`src/sgsl_pkg.sv`:
```
// Shared types and constants for the subjoined glyph stack layout block.
package sgsl_pkg;

  localparam int DEF_COORD_BITS = 16;
  localparam int DEF_FRAC_BITS  = 16;

  localparam int CP_W    = 21;
  localparam int ADV_W   = 16;
  localparam int PT_W    = 16;
  localparam int OFS_W   = 40;
  localparam int SCALE_W = 24;

  localparam logic [CP_W-1:0] SUBJ_FIRST_RST = 21'h11CB0;
  localparam logic [CP_W-1:0] SUBJ_LAST_RST  = 21'h11CB6;

  typedef enum logic [1:0] {
    OP_POINT  = 2'd0,
    OP_EMPTY  = 2'd1,
    OP_NOGEOM = 2'd2
  } op_t;

  typedef enum logic [0:0] {
    REG_SUBJ_FIRST = 1'b0,
    REG_SUBJ_LAST  = 1'b1
  } cfg_reg_t;

  typedef enum logic [2:0] {
    ST_IDLE,
    ST_CALC,
    ST_DIV,
    ST_MUL,
    ST_SUM,
    ST_HALF,
    ST_DONE,
    ST_EMIT
  } state_t;

endpackage

```
`src/sgsl_ifs.sv`:
```
// Channel interfaces: glyph requests in, layout results out, register writes.
interface sgsl_glyph_if;
  import sgsl_pkg::*;
  logic                    valid;
  logic                    ready;
  op_t                     op;
  logic                    cluster_start;
  logic [CP_W-1:0]         codepoint;
  logic [ADV_W-1:0]        advance;
  logic signed [PT_W-1:0]  point_x;
  logic signed [PT_W-1:0]  point_y;
  logic                    last_point;

  modport source (output valid, op, cluster_start, codepoint, advance, point_x, point_y,
                  last_point, input ready);
  modport sink (input valid, op, cluster_start, codepoint, advance, point_x, point_y,
                last_point, output ready);
endinterface

interface sgsl_layout_if;
  import sgsl_pkg::*;
  logic                     valid;
  logic                     ready;
  logic signed [OFS_W-1:0]  offset_x;
  logic signed [OFS_W-1:0]  offset_y;
  logic [SCALE_W-1:0]       glyph_scale;
  logic                     stacked;
  logic [ADV_W-1:0]         cluster_advance;

  modport source (output valid, offset_x, offset_y, glyph_scale, stacked, cluster_advance,
                  input ready);
  modport sink (input valid, offset_x, offset_y, glyph_scale, stacked, cluster_advance,
                output ready);
endinterface

interface sgsl_cfg_if;
  import sgsl_pkg::*;
  logic             valid;
  logic             ready;
  cfg_reg_t         index;
  logic [CP_W-1:0]  data;

  modport source (output valid, index, data, input ready);
  modport sink (input valid, index, data, output ready);
endinterface

```
`src/sgsl_div.sv`:
```
// Restoring divider, one quotient bit per cycle.
module sgsl_div #(
  parameter int NUM_W = 33,
  parameter int DEN_W = 17,
  parameter int QUO_W = 24
) (
  input  logic             clk,
  input  logic             rst,
  input  logic             start,
  input  logic [NUM_W-1:0] numer,
  input  logic [DEN_W-1:0] denom,
  output logic             done,
  output logic [QUO_W-1:0] quot
);

  localparam int CNT_W = $clog2(NUM_W + 1);

  logic [CNT_W-1:0] cnt;
  logic [DEN_W-1:0] rem;
  logic [DEN_W-1:0] den_r;
  logic [NUM_W-1:0] num_sh;
  logic [NUM_W-1:0] quo;
  logic [DEN_W:0]   trial;
  logic [DEN_W:0]   diff;
  logic             fits;

  assign trial = {rem, num_sh[NUM_W-1]};
  assign diff  = trial - {1'b0, den_r};
  assign fits  = trial >= {1'b0, den_r};
  assign quot  = quo[QUO_W-1:0];

  always_ff @(posedge clk) begin
    if (rst) begin
      cnt  <= '0;
      done <= 1'b0;
    end else begin
      done <= 1'b0;
      if (start) begin
        cnt <= CNT_W'(NUM_W);
      end else if (cnt != '0) begin
        cnt <= cnt - 1'b1;
        // final bit lands this cycle
        if (cnt == CNT_W'(1)) begin
          done <= 1'b1;
        end
      end
    end
  end

  always_ff @(posedge clk) begin
    if (start) begin
      rem    <= '0;
      den_r  <= denom;
      num_sh <= numer;
      quo    <= '0;
    end else if (cnt != '0) begin
      rem    <= fits ? diff[DEN_W-1:0] : trial[DEN_W-1:0];
      num_sh <= {num_sh[NUM_W-2:0], 1'b0};
      quo    <= {quo[NUM_W-2:0], fits};
    end
  end

endmodule

```
`src/subjoined_glyph_stack_layout.sv`:
```
// Top level of the subjoined glyph stack layout block.
//
// Glyph outlines arrive as point requests; the block grows a bounding box per
// glyph and emits one layout result when a glyph ends (last point, empty
// outline, or a glyph lacking geometry). Base glyphs get unit scale and zero
// offset and set the reference centre, width and bottom edge; subjoined glyphs
// (codepoint inside the configured range) are scaled to the previous base
// width, hung below the last placed glyph and centred under the base.
// An inner outline point only widens the box, and the block stays idle. A glyph
// lacking geometry goes straight to the emit state, a base glyph end through
// the calc state first. A subjoined glyph with unit or saturated scale, which
// covers every empty outline, skips the divider; one that needs a real scale
// waits on the bit-serial divider, which yields one quotient bit a cycle. The
// four box edges then pass one by one through a single shared multiplier. The
// block takes no new request while a glyph end is being worked; a finished
// result sits in an output register, so the block returns to idle while that
// result waits.
// Registers may be written at any time the block is idle; the register
// channel is always ready, so no write is ever held off.
module subjoined_glyph_stack_layout #(
  parameter int COORD_BITS = sgsl_pkg::DEF_COORD_BITS,
  parameter int FRAC_BITS  = sgsl_pkg::DEF_FRAC_BITS
) (
  input  logic           clk,
  input  logic           rst,
  sgsl_glyph_if.sink     glyph,
  sgsl_layout_if.source  layout,
  sgsl_cfg_if.sink       cfg
);
  import sgsl_pkg::*;

  localparam int CW    = COORD_BITS;
  localparam int FW    = FRAC_BITS;
  localparam int WW    = CW + 1;          // box width
  localparam int SW    = FW + 8;          // internal scale, Q8.FW
  localparam int PW    = CW + SW + 1;     // edge times scale
  localparam int SUMW  = PW + 1;
  localparam int NUM_W = WW + FW;

  localparam logic [SW-1:0] SCALE_ONE = SW'(1) << FW;
  localparam logic [SW-1:0] SCALE_MAX = '1;

  // Configuration
  logic [CP_W-1:0] subj_first;
  logic [CP_W-1:0] subj_last;

  // Sequencer
  state_t state, state_next;
  logic   in_fire;
  logic   out_free;

  // Glyph box and cluster state
  logic signed [CW-1:0]    box_left, box_left_next;
  logic signed [CW-1:0]    box_right, box_right_next;
  logic signed [CW-1:0]    box_bottom, box_bottom_next;
  logic signed [CW-1:0]    box_top, box_top_next;
  logic                    glyph_open, glyph_open_next;
  logic signed [OFS_W-1:0] prev_bottom, prev_bottom_next;
  logic signed [OFS_W-1:0] prev_centre, prev_centre_next;
  logic [WW-1:0]           base_width, base_width_next;
  logic [ADV_W-1:0]        max_advance, max_advance_next;

  // Latched glyph identity and working registers
  logic [CP_W-1:0]         cp, cp_next;
  logic [ADV_W-1:0]        adv, adv_next;
  logic [SW-1:0]           scale, scale_next;
  logic [1:0]              mul_idx, mul_idx_next;
  logic signed [PW-1:0]    p_xl, p_xl_next;
  logic signed [PW-1:0]    p_xr, p_xr_next;
  logic signed [PW-1:0]    p_yb, p_yb_next;
  logic signed [PW-1:0]    p_yt, p_yt_next;
  logic signed [SUMW-1:0]  sum_x, sum_x_next;
  logic signed [SUMW-1:0]  half_x, half_x_next;
  logic signed [OFS_W-1:0] dy, dy_next;

  // Staged result and output register
  logic signed [OFS_W-1:0] res_dx, res_dx_next;
  logic signed [OFS_W-1:0] res_dy, res_dy_next;
  logic [SCALE_W-1:0]      res_scale, res_scale_next;
  logic                    res_stacked, res_stacked_next;
  logic [ADV_W-1:0]        res_adv, res_adv_next;
  logic                    out_valid;
  logic signed [OFS_W-1:0] out_dx;
  logic signed [OFS_W-1:0] out_dy;
  logic [SCALE_W-1:0]      out_scale;
  logic                    out_stacked;
  logic [ADV_W-1:0]        out_adv;

  // Combinational helpers
  logic signed [CW-1:0]  px, py;
  logic                  open_eff;
  logic [ADV_W-1:0]      adv_eff;
  logic                  is_sub;
  logic signed [WW-1:0]  wid_raw;
  logic [WW-1:0]         wid;
  logic signed [WW-1:0]  sum_lr;
  logic                  unit_scale;
  logic                  sat_scale;
  logic signed [CW-1:0]  mul_a;
  logic signed [SW:0]    mul_b;
  logic signed [PW-1:0]  mul_p;
  logic                  div_start;
  logic                  div_done;
  logic [SW-1:0]         div_quot;

  // Register writes are never held off
  assign cfg.ready = 1'b1;

  always_ff @(posedge clk) begin
    if (rst) begin
      subj_first <= SUBJ_FIRST_RST;
      subj_last  <= SUBJ_LAST_RST;
    end else if (cfg.valid) begin
      unique case (cfg.index)
        REG_SUBJ_FIRST: subj_first <= cfg.data;
        REG_SUBJ_LAST:  subj_last  <= cfg.data;
      endcase
    end
  end

  assign glyph.ready = (state == ST_IDLE);
  assign in_fire     = glyph.valid && glyph.ready;
  assign out_free    = !out_valid || layout.ready;

  // Wrap incoming points to the coordinate width
  assign px = CW'(glyph.point_x);
  assign py = CW'(glyph.point_y);

  // A cluster start on this request hides the old state
  assign open_eff = glyph_open && !glyph.cluster_start;
  assign adv_eff  = glyph.cluster_start ? '0 : max_advance;

  assign is_sub  = (cp >= subj_first) && (cp <= subj_last);
  assign wid_raw = box_right - box_left;
  assign wid     = wid_raw[WW-1] ? '0 : wid_raw;
  assign sum_lr  = box_left + box_right;

  assign unit_scale = (wid == '0) || (base_width == '0);
  // Quotient would reach 2^(FW+8): clamp instead of dividing
  assign sat_scale  = {8'd0, base_width} >= {wid, 8'd0};

  // Shared multiplier: one box edge per cycle
  always_comb begin
    case (mul_idx)
      2'd0:    mul_a = box_left;
      2'd1:    mul_a = box_right;
      2'd2:    mul_a = box_bottom;
      default: mul_a = box_top;
    endcase
  end
  assign mul_b = $signed({1'b0, scale});
  assign mul_p = mul_a * mul_b;

  sgsl_div #(
    .NUM_W (NUM_W),
    .DEN_W (WW),
    .QUO_W (SW)
  ) u_div (
    .clk   (clk),
    .rst   (rst),
    .start (div_start),
    .numer ({base_width, {FW{1'b0}}}),
    .denom (wid),
    .done  (div_done),
    .quot  (div_quot)
  );

  // Next state
  always_comb begin
    state_next = state;
    unique case (state)
      ST_IDLE: begin
        if (in_fire) begin
          unique case (glyph.op)
            OP_POINT:  if (glyph.last_point) state_next = ST_CALC;
            OP_EMPTY:  state_next = ST_CALC;
            OP_NOGEOM: state_next = ST_EMIT;
            default:   state_next = ST_IDLE;
          endcase
        end
      end
      ST_CALC: begin
        if (!is_sub) begin
          state_next = ST_EMIT;
        end else if (unit_scale || sat_scale) begin
          state_next = ST_MUL;
        end else begin
          state_next = ST_DIV;
        end
      end
      ST_DIV:  if (div_done) state_next = ST_MUL;
      ST_MUL:  if (mul_idx == 2'd3) state_next = ST_SUM;
      ST_SUM:  state_next = ST_HALF;
      ST_HALF: state_next = ST_DONE;
      ST_DONE: state_next = ST_EMIT;
      ST_EMIT: if (out_free) state_next = ST_IDLE;
      default: state_next = ST_IDLE;
    endcase
  end

  // Datapath updates
  always_comb begin
    box_left_next    = box_left;
    box_right_next   = box_right;
    box_bottom_next  = box_bottom;
    box_top_next     = box_top;
    glyph_open_next  = glyph_open;
    prev_bottom_next = prev_bottom;
    prev_centre_next = prev_centre;
    base_width_next  = base_width;
    max_advance_next = max_advance;
    cp_next          = cp;
    adv_next         = adv;
    scale_next       = scale;
    mul_idx_next     = mul_idx;
    p_xl_next        = p_xl;
    p_xr_next        = p_xr;
    p_yb_next        = p_yb;
    p_yt_next        = p_yt;
    sum_x_next       = sum_x;
    half_x_next      = half_x;
    dy_next          = dy;
    res_dx_next      = res_dx;
    res_dy_next      = res_dy;
    res_scale_next   = res_scale;
    res_stacked_next = res_stacked;
    res_adv_next     = res_adv;
    div_start        = 1'b0;

    unique case (state)
      ST_IDLE: begin
        if (in_fire) begin
          if (glyph.cluster_start) begin
            box_left_next    = '0;
            box_right_next   = '0;
            box_bottom_next  = '0;
            box_top_next     = '0;
            glyph_open_next  = 1'b0;
            prev_bottom_next = '0;
            prev_centre_next = '0;
            base_width_next  = '0;
            max_advance_next = '0;
          end
          cp_next  = glyph.codepoint;
          adv_next = glyph.advance;
          unique case (glyph.op)
            OP_POINT: begin
              if (!open_eff) begin
                // first point opens the box
                box_left_next   = px;
                box_right_next  = px;
                box_bottom_next = py;
                box_top_next    = py;
              end else begin
                if (px < box_left)   box_left_next   = px;
                if (px > box_right)  box_right_next  = px;
                if (py < box_bottom) box_bottom_next = py;
                if (py > box_top)    box_top_next    = py;
              end
              glyph_open_next = !glyph.last_point;
            end
            OP_EMPTY: begin
              box_left_next   = '0;
              box_right_next  = '0;
              box_bottom_next = '0;
              box_top_next    = '0;
              glyph_open_next = 1'b0;
            end
            OP_NOGEOM: begin
              glyph_open_next  = 1'b0;
              res_dx_next      = '0;
              res_dy_next      = '0;
              res_scale_next   = SCALE_W'(SCALE_ONE);
              res_stacked_next = 1'b0;
              res_adv_next     = adv_eff;
            end
            default: ;
          endcase
        end
      end
      ST_CALC: begin
        mul_idx_next = 2'd0;
        if (!is_sub) begin
          // base glyph: becomes the reference for later subjoined glyphs
          prev_centre_next = OFS_W'(sum_lr) <<< (FW - 1);
          prev_bottom_next = OFS_W'(box_bottom) <<< FW;
          base_width_next  = wid;
          if (adv > max_advance) max_advance_next = adv;
          res_dx_next      = '0;
          res_dy_next      = '0;
          res_scale_next   = SCALE_W'(SCALE_ONE);
          res_stacked_next = 1'b0;
          res_adv_next     = (adv > max_advance) ? adv : max_advance;
        end else if (unit_scale) begin
          scale_next = SCALE_ONE;
        end else if (sat_scale) begin
          scale_next = SCALE_MAX;
        end else begin
          div_start = 1'b1;
        end
      end
      ST_DIV: begin
        if (div_done) scale_next = div_quot;
      end
      ST_MUL: begin
        case (mul_idx)
          2'd0:    p_xl_next = mul_p;
          2'd1:    p_xr_next = mul_p;
          2'd2:    p_yb_next = mul_p;
          default: p_yt_next = mul_p;
        endcase
        mul_idx_next = mul_idx + 2'd1;
      end
      ST_SUM: begin
        sum_x_next = p_xl + p_xr;
        // top edge meets the previous bottom edge
        dy_next    = prev_bottom - OFS_W'(p_yt);
      end
      ST_HALF: begin
        // halve toward zero
        half_x_next = $signed(sum_x + {{(SUMW-1){1'b0}}, sum_x[SUMW-1]}) >>> 1;
      end
      ST_DONE: begin
        res_dx_next      = prev_centre - OFS_W'(half_x);
        res_dy_next      = dy;
        res_scale_next   = SCALE_W'(scale);
        res_stacked_next = 1'b1;
        res_adv_next     = max_advance;
        prev_bottom_next = OFS_W'(p_yb) + dy;
      end
      ST_EMIT: ;
      default: ;
    endcase
  end

  always_ff @(posedge clk) begin
    if (rst) begin
      state       <= ST_IDLE;
      glyph_open  <= 1'b0;
      box_left    <= '0;
      box_right   <= '0;
      box_bottom  <= '0;
      box_top     <= '0;
      prev_bottom <= '0;
      prev_centre <= '0;
      base_width  <= '0;
      max_advance <= '0;
      mul_idx     <= '0;
      out_valid   <= 1'b0;
    end else begin
      state       <= state_next;
      glyph_open  <= glyph_open_next;
      box_left    <= box_left_next;
      box_right   <= box_right_next;
      box_bottom  <= box_bottom_next;
      box_top     <= box_top_next;
      prev_bottom <= prev_bottom_next;
      prev_centre <= prev_centre_next;
      base_width  <= base_width_next;
      max_advance <= max_advance_next;
      mul_idx     <= mul_idx_next;
      if (state == ST_EMIT && out_free) begin
        out_valid <= 1'b1;
      end else if (layout.ready) begin
        out_valid <= 1'b0;
      end
    end
  end

  // Payload registers, no reset
  always_ff @(posedge clk) begin
    cp          <= cp_next;
    adv         <= adv_next;
    scale       <= scale_next;
    p_xl        <= p_xl_next;
    p_xr        <= p_xr_next;
    p_yb        <= p_yb_next;
    p_yt        <= p_yt_next;
    sum_x       <= sum_x_next;
    half_x      <= half_x_next;
    dy          <= dy_next;
    res_dx      <= res_dx_next;
    res_dy      <= res_dy_next;
    res_scale   <= res_scale_next;
    res_stacked <= res_stacked_next;
    res_adv     <= res_adv_next;
    if (state == ST_EMIT && out_free) begin
      out_dx      <= res_dx;
      out_dy      <= res_dy;
      out_scale   <= res_scale;
      out_stacked <= res_stacked;
      out_adv     <= res_adv;
    end
  end

  assign layout.valid           = out_valid;
  assign layout.offset_x        = out_dx;
  assign layout.offset_y        = out_dy;
  assign layout.glyph_scale     = out_scale;
  assign layout.stacked         = out_stacked;
  assign layout.cluster_advance = out_adv;

endmodule

```
`src/flat_wrapper.sv`:
```
// flat-port wrapper written by rule: the top's interface ports become plain ports
module subjoined_glyph_stack_layout_flat import sgsl_pkg::*;
#(
  parameter int COORD_BITS = sgsl_pkg::DEF_COORD_BITS,
  parameter int FRAC_BITS  = sgsl_pkg::DEF_FRAC_BITS
)
  (clk, rst, glyph_valid, glyph_op, glyph_cluster_start, glyph_codepoint, glyph_advance, glyph_point_x, glyph_point_y, glyph_last_point, glyph_ready, layout_valid, layout_offset_x, layout_offset_y, layout_glyph_scale, layout_stacked, layout_cluster_advance, layout_ready, cfg_valid, cfg_index, cfg_data, cfg_ready);
  sgsl_glyph_if glyph_i ();
  sgsl_layout_if layout_i ();
  sgsl_cfg_if cfg_i ();
  input  logic clk;
  input  logic rst;
  input wire logic [$bits(glyph_i.valid)-1:0] glyph_valid;
  input wire logic [$bits(glyph_i.op)-1:0] glyph_op;
  input wire logic [$bits(glyph_i.cluster_start)-1:0] glyph_cluster_start;
  input wire logic [$bits(glyph_i.codepoint)-1:0] glyph_codepoint;
  input wire logic [$bits(glyph_i.advance)-1:0] glyph_advance;
  input wire logic [$bits(glyph_i.point_x)-1:0] glyph_point_x;
  input wire logic [$bits(glyph_i.point_y)-1:0] glyph_point_y;
  input wire logic [$bits(glyph_i.last_point)-1:0] glyph_last_point;
  output wire logic [$bits(glyph_i.ready)-1:0] glyph_ready;
  output wire logic [$bits(layout_i.valid)-1:0] layout_valid;
  output wire logic [$bits(layout_i.offset_x)-1:0] layout_offset_x;
  output wire logic [$bits(layout_i.offset_y)-1:0] layout_offset_y;
  output wire logic [$bits(layout_i.glyph_scale)-1:0] layout_glyph_scale;
  output wire logic [$bits(layout_i.stacked)-1:0] layout_stacked;
  output wire logic [$bits(layout_i.cluster_advance)-1:0] layout_cluster_advance;
  input wire logic [$bits(layout_i.ready)-1:0] layout_ready;
  input wire logic [$bits(cfg_i.valid)-1:0] cfg_valid;
  input wire logic [$bits(cfg_i.index)-1:0] cfg_index;
  input wire logic [$bits(cfg_i.data)-1:0] cfg_data;
  output wire logic [$bits(cfg_i.ready)-1:0] cfg_ready;
  assign glyph_i.valid = glyph_valid;
  assign glyph_i.op = glyph_op;
  assign glyph_i.cluster_start = glyph_cluster_start;
  assign glyph_i.codepoint = glyph_codepoint;
  assign glyph_i.advance = glyph_advance;
  assign glyph_i.point_x = glyph_point_x;
  assign glyph_i.point_y = glyph_point_y;
  assign glyph_i.last_point = glyph_last_point;
  assign glyph_ready = glyph_i.ready;
  assign layout_valid = layout_i.valid;
  assign layout_offset_x = layout_i.offset_x;
  assign layout_offset_y = layout_i.offset_y;
  assign layout_glyph_scale = layout_i.glyph_scale;
  assign layout_stacked = layout_i.stacked;
  assign layout_cluster_advance = layout_i.cluster_advance;
  assign layout_i.ready = layout_ready;
  assign cfg_i.valid = cfg_valid;
  assign cfg_i.index = cfg_index;
  assign cfg_i.data = cfg_data;
  assign cfg_ready = cfg_i.ready;
  subjoined_glyph_stack_layout #(.COORD_BITS(COORD_BITS), .FRAC_BITS(FRAC_BITS)) u_core (.clk(clk), .rst(rst), .glyph(glyph_i), .layout(layout_i), .cfg(cfg_i));
endmodule
```
`config.mk`:
```
export PLATFORM = sky130hd
export DESIGN_NAME = subjoined_glyph_stack_layout_flat
export DESIGN_NICKNAME = d
export VERILOG_FILES = /design/src/sgsl_pkg.sv /design/src/sgsl_ifs.sv /design/src/sgsl_div.sv /design/src/subjoined_glyph_stack_layout.sv /design/src/flat_wrapper.sv
export SDC_FILE = /design/constraint.sdc
export NUM_CORES = 2
export LEC_CHECK = 0
export ABC_CLOCK_PERIOD_IN_PS = 23900
export BUFFER_PORTS_ARGS = -buffer_cell sky130_fd_sc_hd__buf_2
export CAP_MARGIN = 20
export CORE_MARGIN = 2
export CORE_UTILIZATION = 30
export CTS_BUF_LIST = sky130_fd_sc_hd__clkbuf_8
export CTS_CLUSTER_SIZE = 24
export DETAILED_ROUTE_END_ITERATION = 8
export PLACE_DENSITY = 0.49
export SLEW_MARGIN = 15
export SYNTH_ARGS = -nofsm -noshare
export SYNTH_HDL_FRONTEND = slang
export SYNTH_HIERARCHICAL = 1
export SYNTH_SLANG_ARGS = --single-unit
export TNS_END_PERCENT = 5
```
`constraint.sdc`:
```
create_clock -name clk -period 23.9 [get_ports clk]
set_clock_uncertainty 0.05 [all_clocks]
set_input_delay 5.975 -clock clk [delete_from_list [all_inputs] [get_ports clk]]
set_output_delay 5.975 -clock clk [all_outputs]
set_load 0.05 [all_outputs]
```
==> flow_metrics.tcl <==
set metrics [dict create \
    worst-setup-path-type "register to register" \
    cpMaxStageDelayCell "xnor2_1" \
    gp_congestion 0.8977 \
    post_cts_resized 0 \
    die_area_sq_mm 0.1968 \
    power_mw 6.023 \
    drt-total-wl_microns 170700 \
    met2_length_microns 82290 \
    reg_top3 "u_core/sum_x (42), u_core/p_xl (41), u_core/p_xr (41)" \
    placedCellCount 8227 \
    place_area_sq_mm 0.06207 \
    wl_per_cell_microns 19.95 \
    cts_buffers 169 \
    outcome "complete, no violations" \
    synth-main-ff-cell "edfxtp_1" \
    min_period_ns 8.814 \
    multi_input_area_sq_mm 0.03065 \
    avgSynthCellArea_sq_um 10.33 \
    synth_seq_area_share_pct 41.63 \
    final_area_sq_mm 0.06556 \
    cts_tree "yes" \
    areaGrowthSynthToFinish_pct 13.09 \
    drt-vias-per-instance 4.928 \
    io_pins 224 \
    syn_inst 5612 \
    ctsLongestPathBuffers 3 \
    row_count 161 \
    drv_cap 0 \
    hold_path_startpoint "u_core/res_adv[11]$_DFFE_PP_" \
    dp_hpwl_microns 127400 \
    final_hold_viol_count 0 \
    final-instance-count-excl-fill 8553 \
    grt_start_max_net_pins 122 \
    worst_pin_slew_ns 1.165 \
    end_kind "register" \
    core_region_area_sq_mm 0.1922 \
    post_cts_buffers 0 \
    synth_seq_cells 887 \
    crit_family "adder cells" \
    final_max_slew_viol_count 0 \
    power_leakage_nw 27.57 \
    synth_edf_count 637 \
    path_buf_inv 3 \
    cts-root-buf "clkbuf_8" \
    regMostFlops "u_core/sum_x" \
    nNetsFinal 6759 \
    cts_num_sinks 887 \
    clk_pin_slew_worst_paths_ns 0.06 \
    ir_worst_vdd_v 0.00008903 \
    timing.rr.start "u_core/mul_idx[0]$_SDFFE_PP0P_" \
    drt_iter0_markers 2856 \
    clk_latency_ns 0.91 \
    register_area_sq_mm 0.02413 \
    worst_ep_required_time_ns 24.40 \
    dieHeight_microns 443.6 \
    htree_levels 4 \
    grt_usage_pct 17.21 \
    rsz0062_at_grt "false" \
    grt_pass1_vias 42680 \
    layout-drive-gt1-share_pct 11.16 \
    synth_cell_types 108 \
    met1_length_microns 75840 \
    port_buffers 222 \
    fin_tns_setup_ns 0 \
    whs_ns 0.3295 \
    setup_violations 0 \
    top_layer "met4" \
    cp_common_cell "fa_1" \
    grt_overflow 0 \
    cts-hold-fix-buffers 0 \
    fill_cells 19580 \
    first_pass_iters 8 \
    vias 42150 \
    synth_warnings 6 \
    synth-async-reset-ratio_pct 0 \
    finish.utilization_pct 34.11 \
    fmaxAchievable_mhz 113.5 \
    antenna_found_initial 7 \
    path_cells "inv_1 -> ha_1 -> a222oi_1 -> mux2_2 -> nor2_1 -> fa_1 -> fa_1 -> fa_1 -> fa_1 -> fa_1 -> inv_1 -> fa_1 -> inv_1 -> ha_1 -> o211ai_1 -> nand2_1 -> a21oi_1 -> or4_1 -> a311oi_2 -> or3_1 -> a21oi_1 -> xnor2_1" \
    period_share_pct 36.88 \
    cp.arrival_ns 9.32 \
    ant_nets 0 \
    drc_errors 0 \
    crit_fanout 26 \
    max_stage_delay_ns 0.76 \
    hp-class "register to register" \
    critPathLaunchType "register" \
    pre_cts_ws_ns 15.12 \
    pwr_density_cell_mw_per_mm2 91.87 \
    largest_register_ffs 42 \
    grt_pass1_wl_microns 261300 \
    wl_met3_microns 7307 \
    startpoint "u_core/mul_idx[0]$_SDFFE_PP0P_" \
    start_util_pct 30.17 \
    die_x_microns 443.6 \
    syn_area_sq_mm 0.05797 \
    slew_headroom_pct 21.95 \
    fin_ws_ns 15.09 \
]
-- placed cells by master, fill, tap and decap left out, drive strengths merged, types with 162 or more instances in the layout --
| cell type | synthesis | final |
|---|---|---|
| nor2 | 291 | 291 |
| and2 | 258 | 258 |
| edfxtp | 637 | 637 |
| dfxtp | 250 | 250 |
| a21oi | 316 | 316 |
| ha | 473 | 473 |
| clkbuf | 163 | 186 |
| nand2 | 605 | 605 |
| inv | 684 | 751 |
| buf | 43 | 280 |
| o21ai | 162 | 162 |
| fa | 312 | 312 |
-- synth_stat cells, types with 13 or more instances --
library cell / n / area, sq um
inv_1: 683 / 2564
edfxtp_1: 637 / 19130
nand2_1: 604 / 2267
ha_1: 473 / 5918
fa_1: 312 / 6246
a21oi_1: 311 / 1556
nor2_1: 290 / 1089
and2_1: 257 / 1608
dfxtp_1: 250 / 5005
clkbuf_1: 163 / 611.8
o21ai_0: 145 / 725.7
xnor2_1: 144 / 1261
nand3_1: 123 / 615.6
a21o_1: 113 / 848.3
xor2_1: 81 / 709.4
nor3_1: 76 / 380.4
o211ai_1: 66 / 495.5
nand4_1: 65 / 406.6
a22o_1: 50 / 437.9
and3_1: 48 / 300.3
a211oi_1: 45 / 337.8
o21a_1: 41 / 307.8
nor2b_1: 40 / 250.2
nand2b_1: 39 / 244.0
a31oi_1: 37 / 231.5
mux2_2: 35 / 394.1
or3_1: 27 / 168.9
mux2i_1: 26 / 260.3
o21bai_1: 25 / 187.7
or2_2: 23 / 143.9
buf_2: 21 / 105.1
nor4_1: 21 / 131.4
nand3b_1: 17 / 127.6
o31ai_1: 17 / 127.6
a211o_1: 16 / 140.1
a222oi_1: 16 / 160.2
buf_1: 14 / 52.55
a221oi_1: 13 / 113.9
o21ai_1: 13 / 65.06
-- where the power goes --
part           internal [mW]  leakage [nW]  switching (mW)
sequential              2.09          7.99           0.298
combinational          0.723          17.6            1.38
clock                  0.816          1.98           0.716
-- final cells by class --
class | count | share of cell area (%)
inverters | 684 | 3.920
clock inverters | 131 | 1.363
diodes | 7 | 0.02672
flip-flops and latches | 887 | 36.81
multi-input cells | 3852 | 46.76
clock buffers | 186 | 3.905
repair buffers | 280 | 2.399
well taps | 2526 | 4.821
-- cell families after synthesis --
kind of cell | share of synthesized area [%]
simple gates | 14.14
compound gates | 12.83
buf+inv | 5.879
flops | 41.63
fa+ha+maj | 20.98
xor+xnor | 3.399
mux | 1.129
other cells | 0.01295
-- routing by layer --
layer,GRT usage [%],up-vias
li1,-,20080
met1,22.27,20790
met2,29.39,1008
met3,2.435,268
met4,5.748,0
met5,0,-
-- path summary, 6_finish.rpt --
path / endpoint / slack (ns) / cells past startpoint
max: u_core/p_xr[34]$_DFFE_PP_ / 15.09 / 22
max reg2reg: u_core/p_xr[34]$_DFFE_PP_ / 15.09 / 22
min: u_core/layout.cluster_advance[11]$_DFFE_PP_ / 0.33 / 0
min reg2reg: u_core/layout.cluster_advance[11]$_DFFE_PP_ / 0.33 / 0
(Power assumes the default switching activity.)
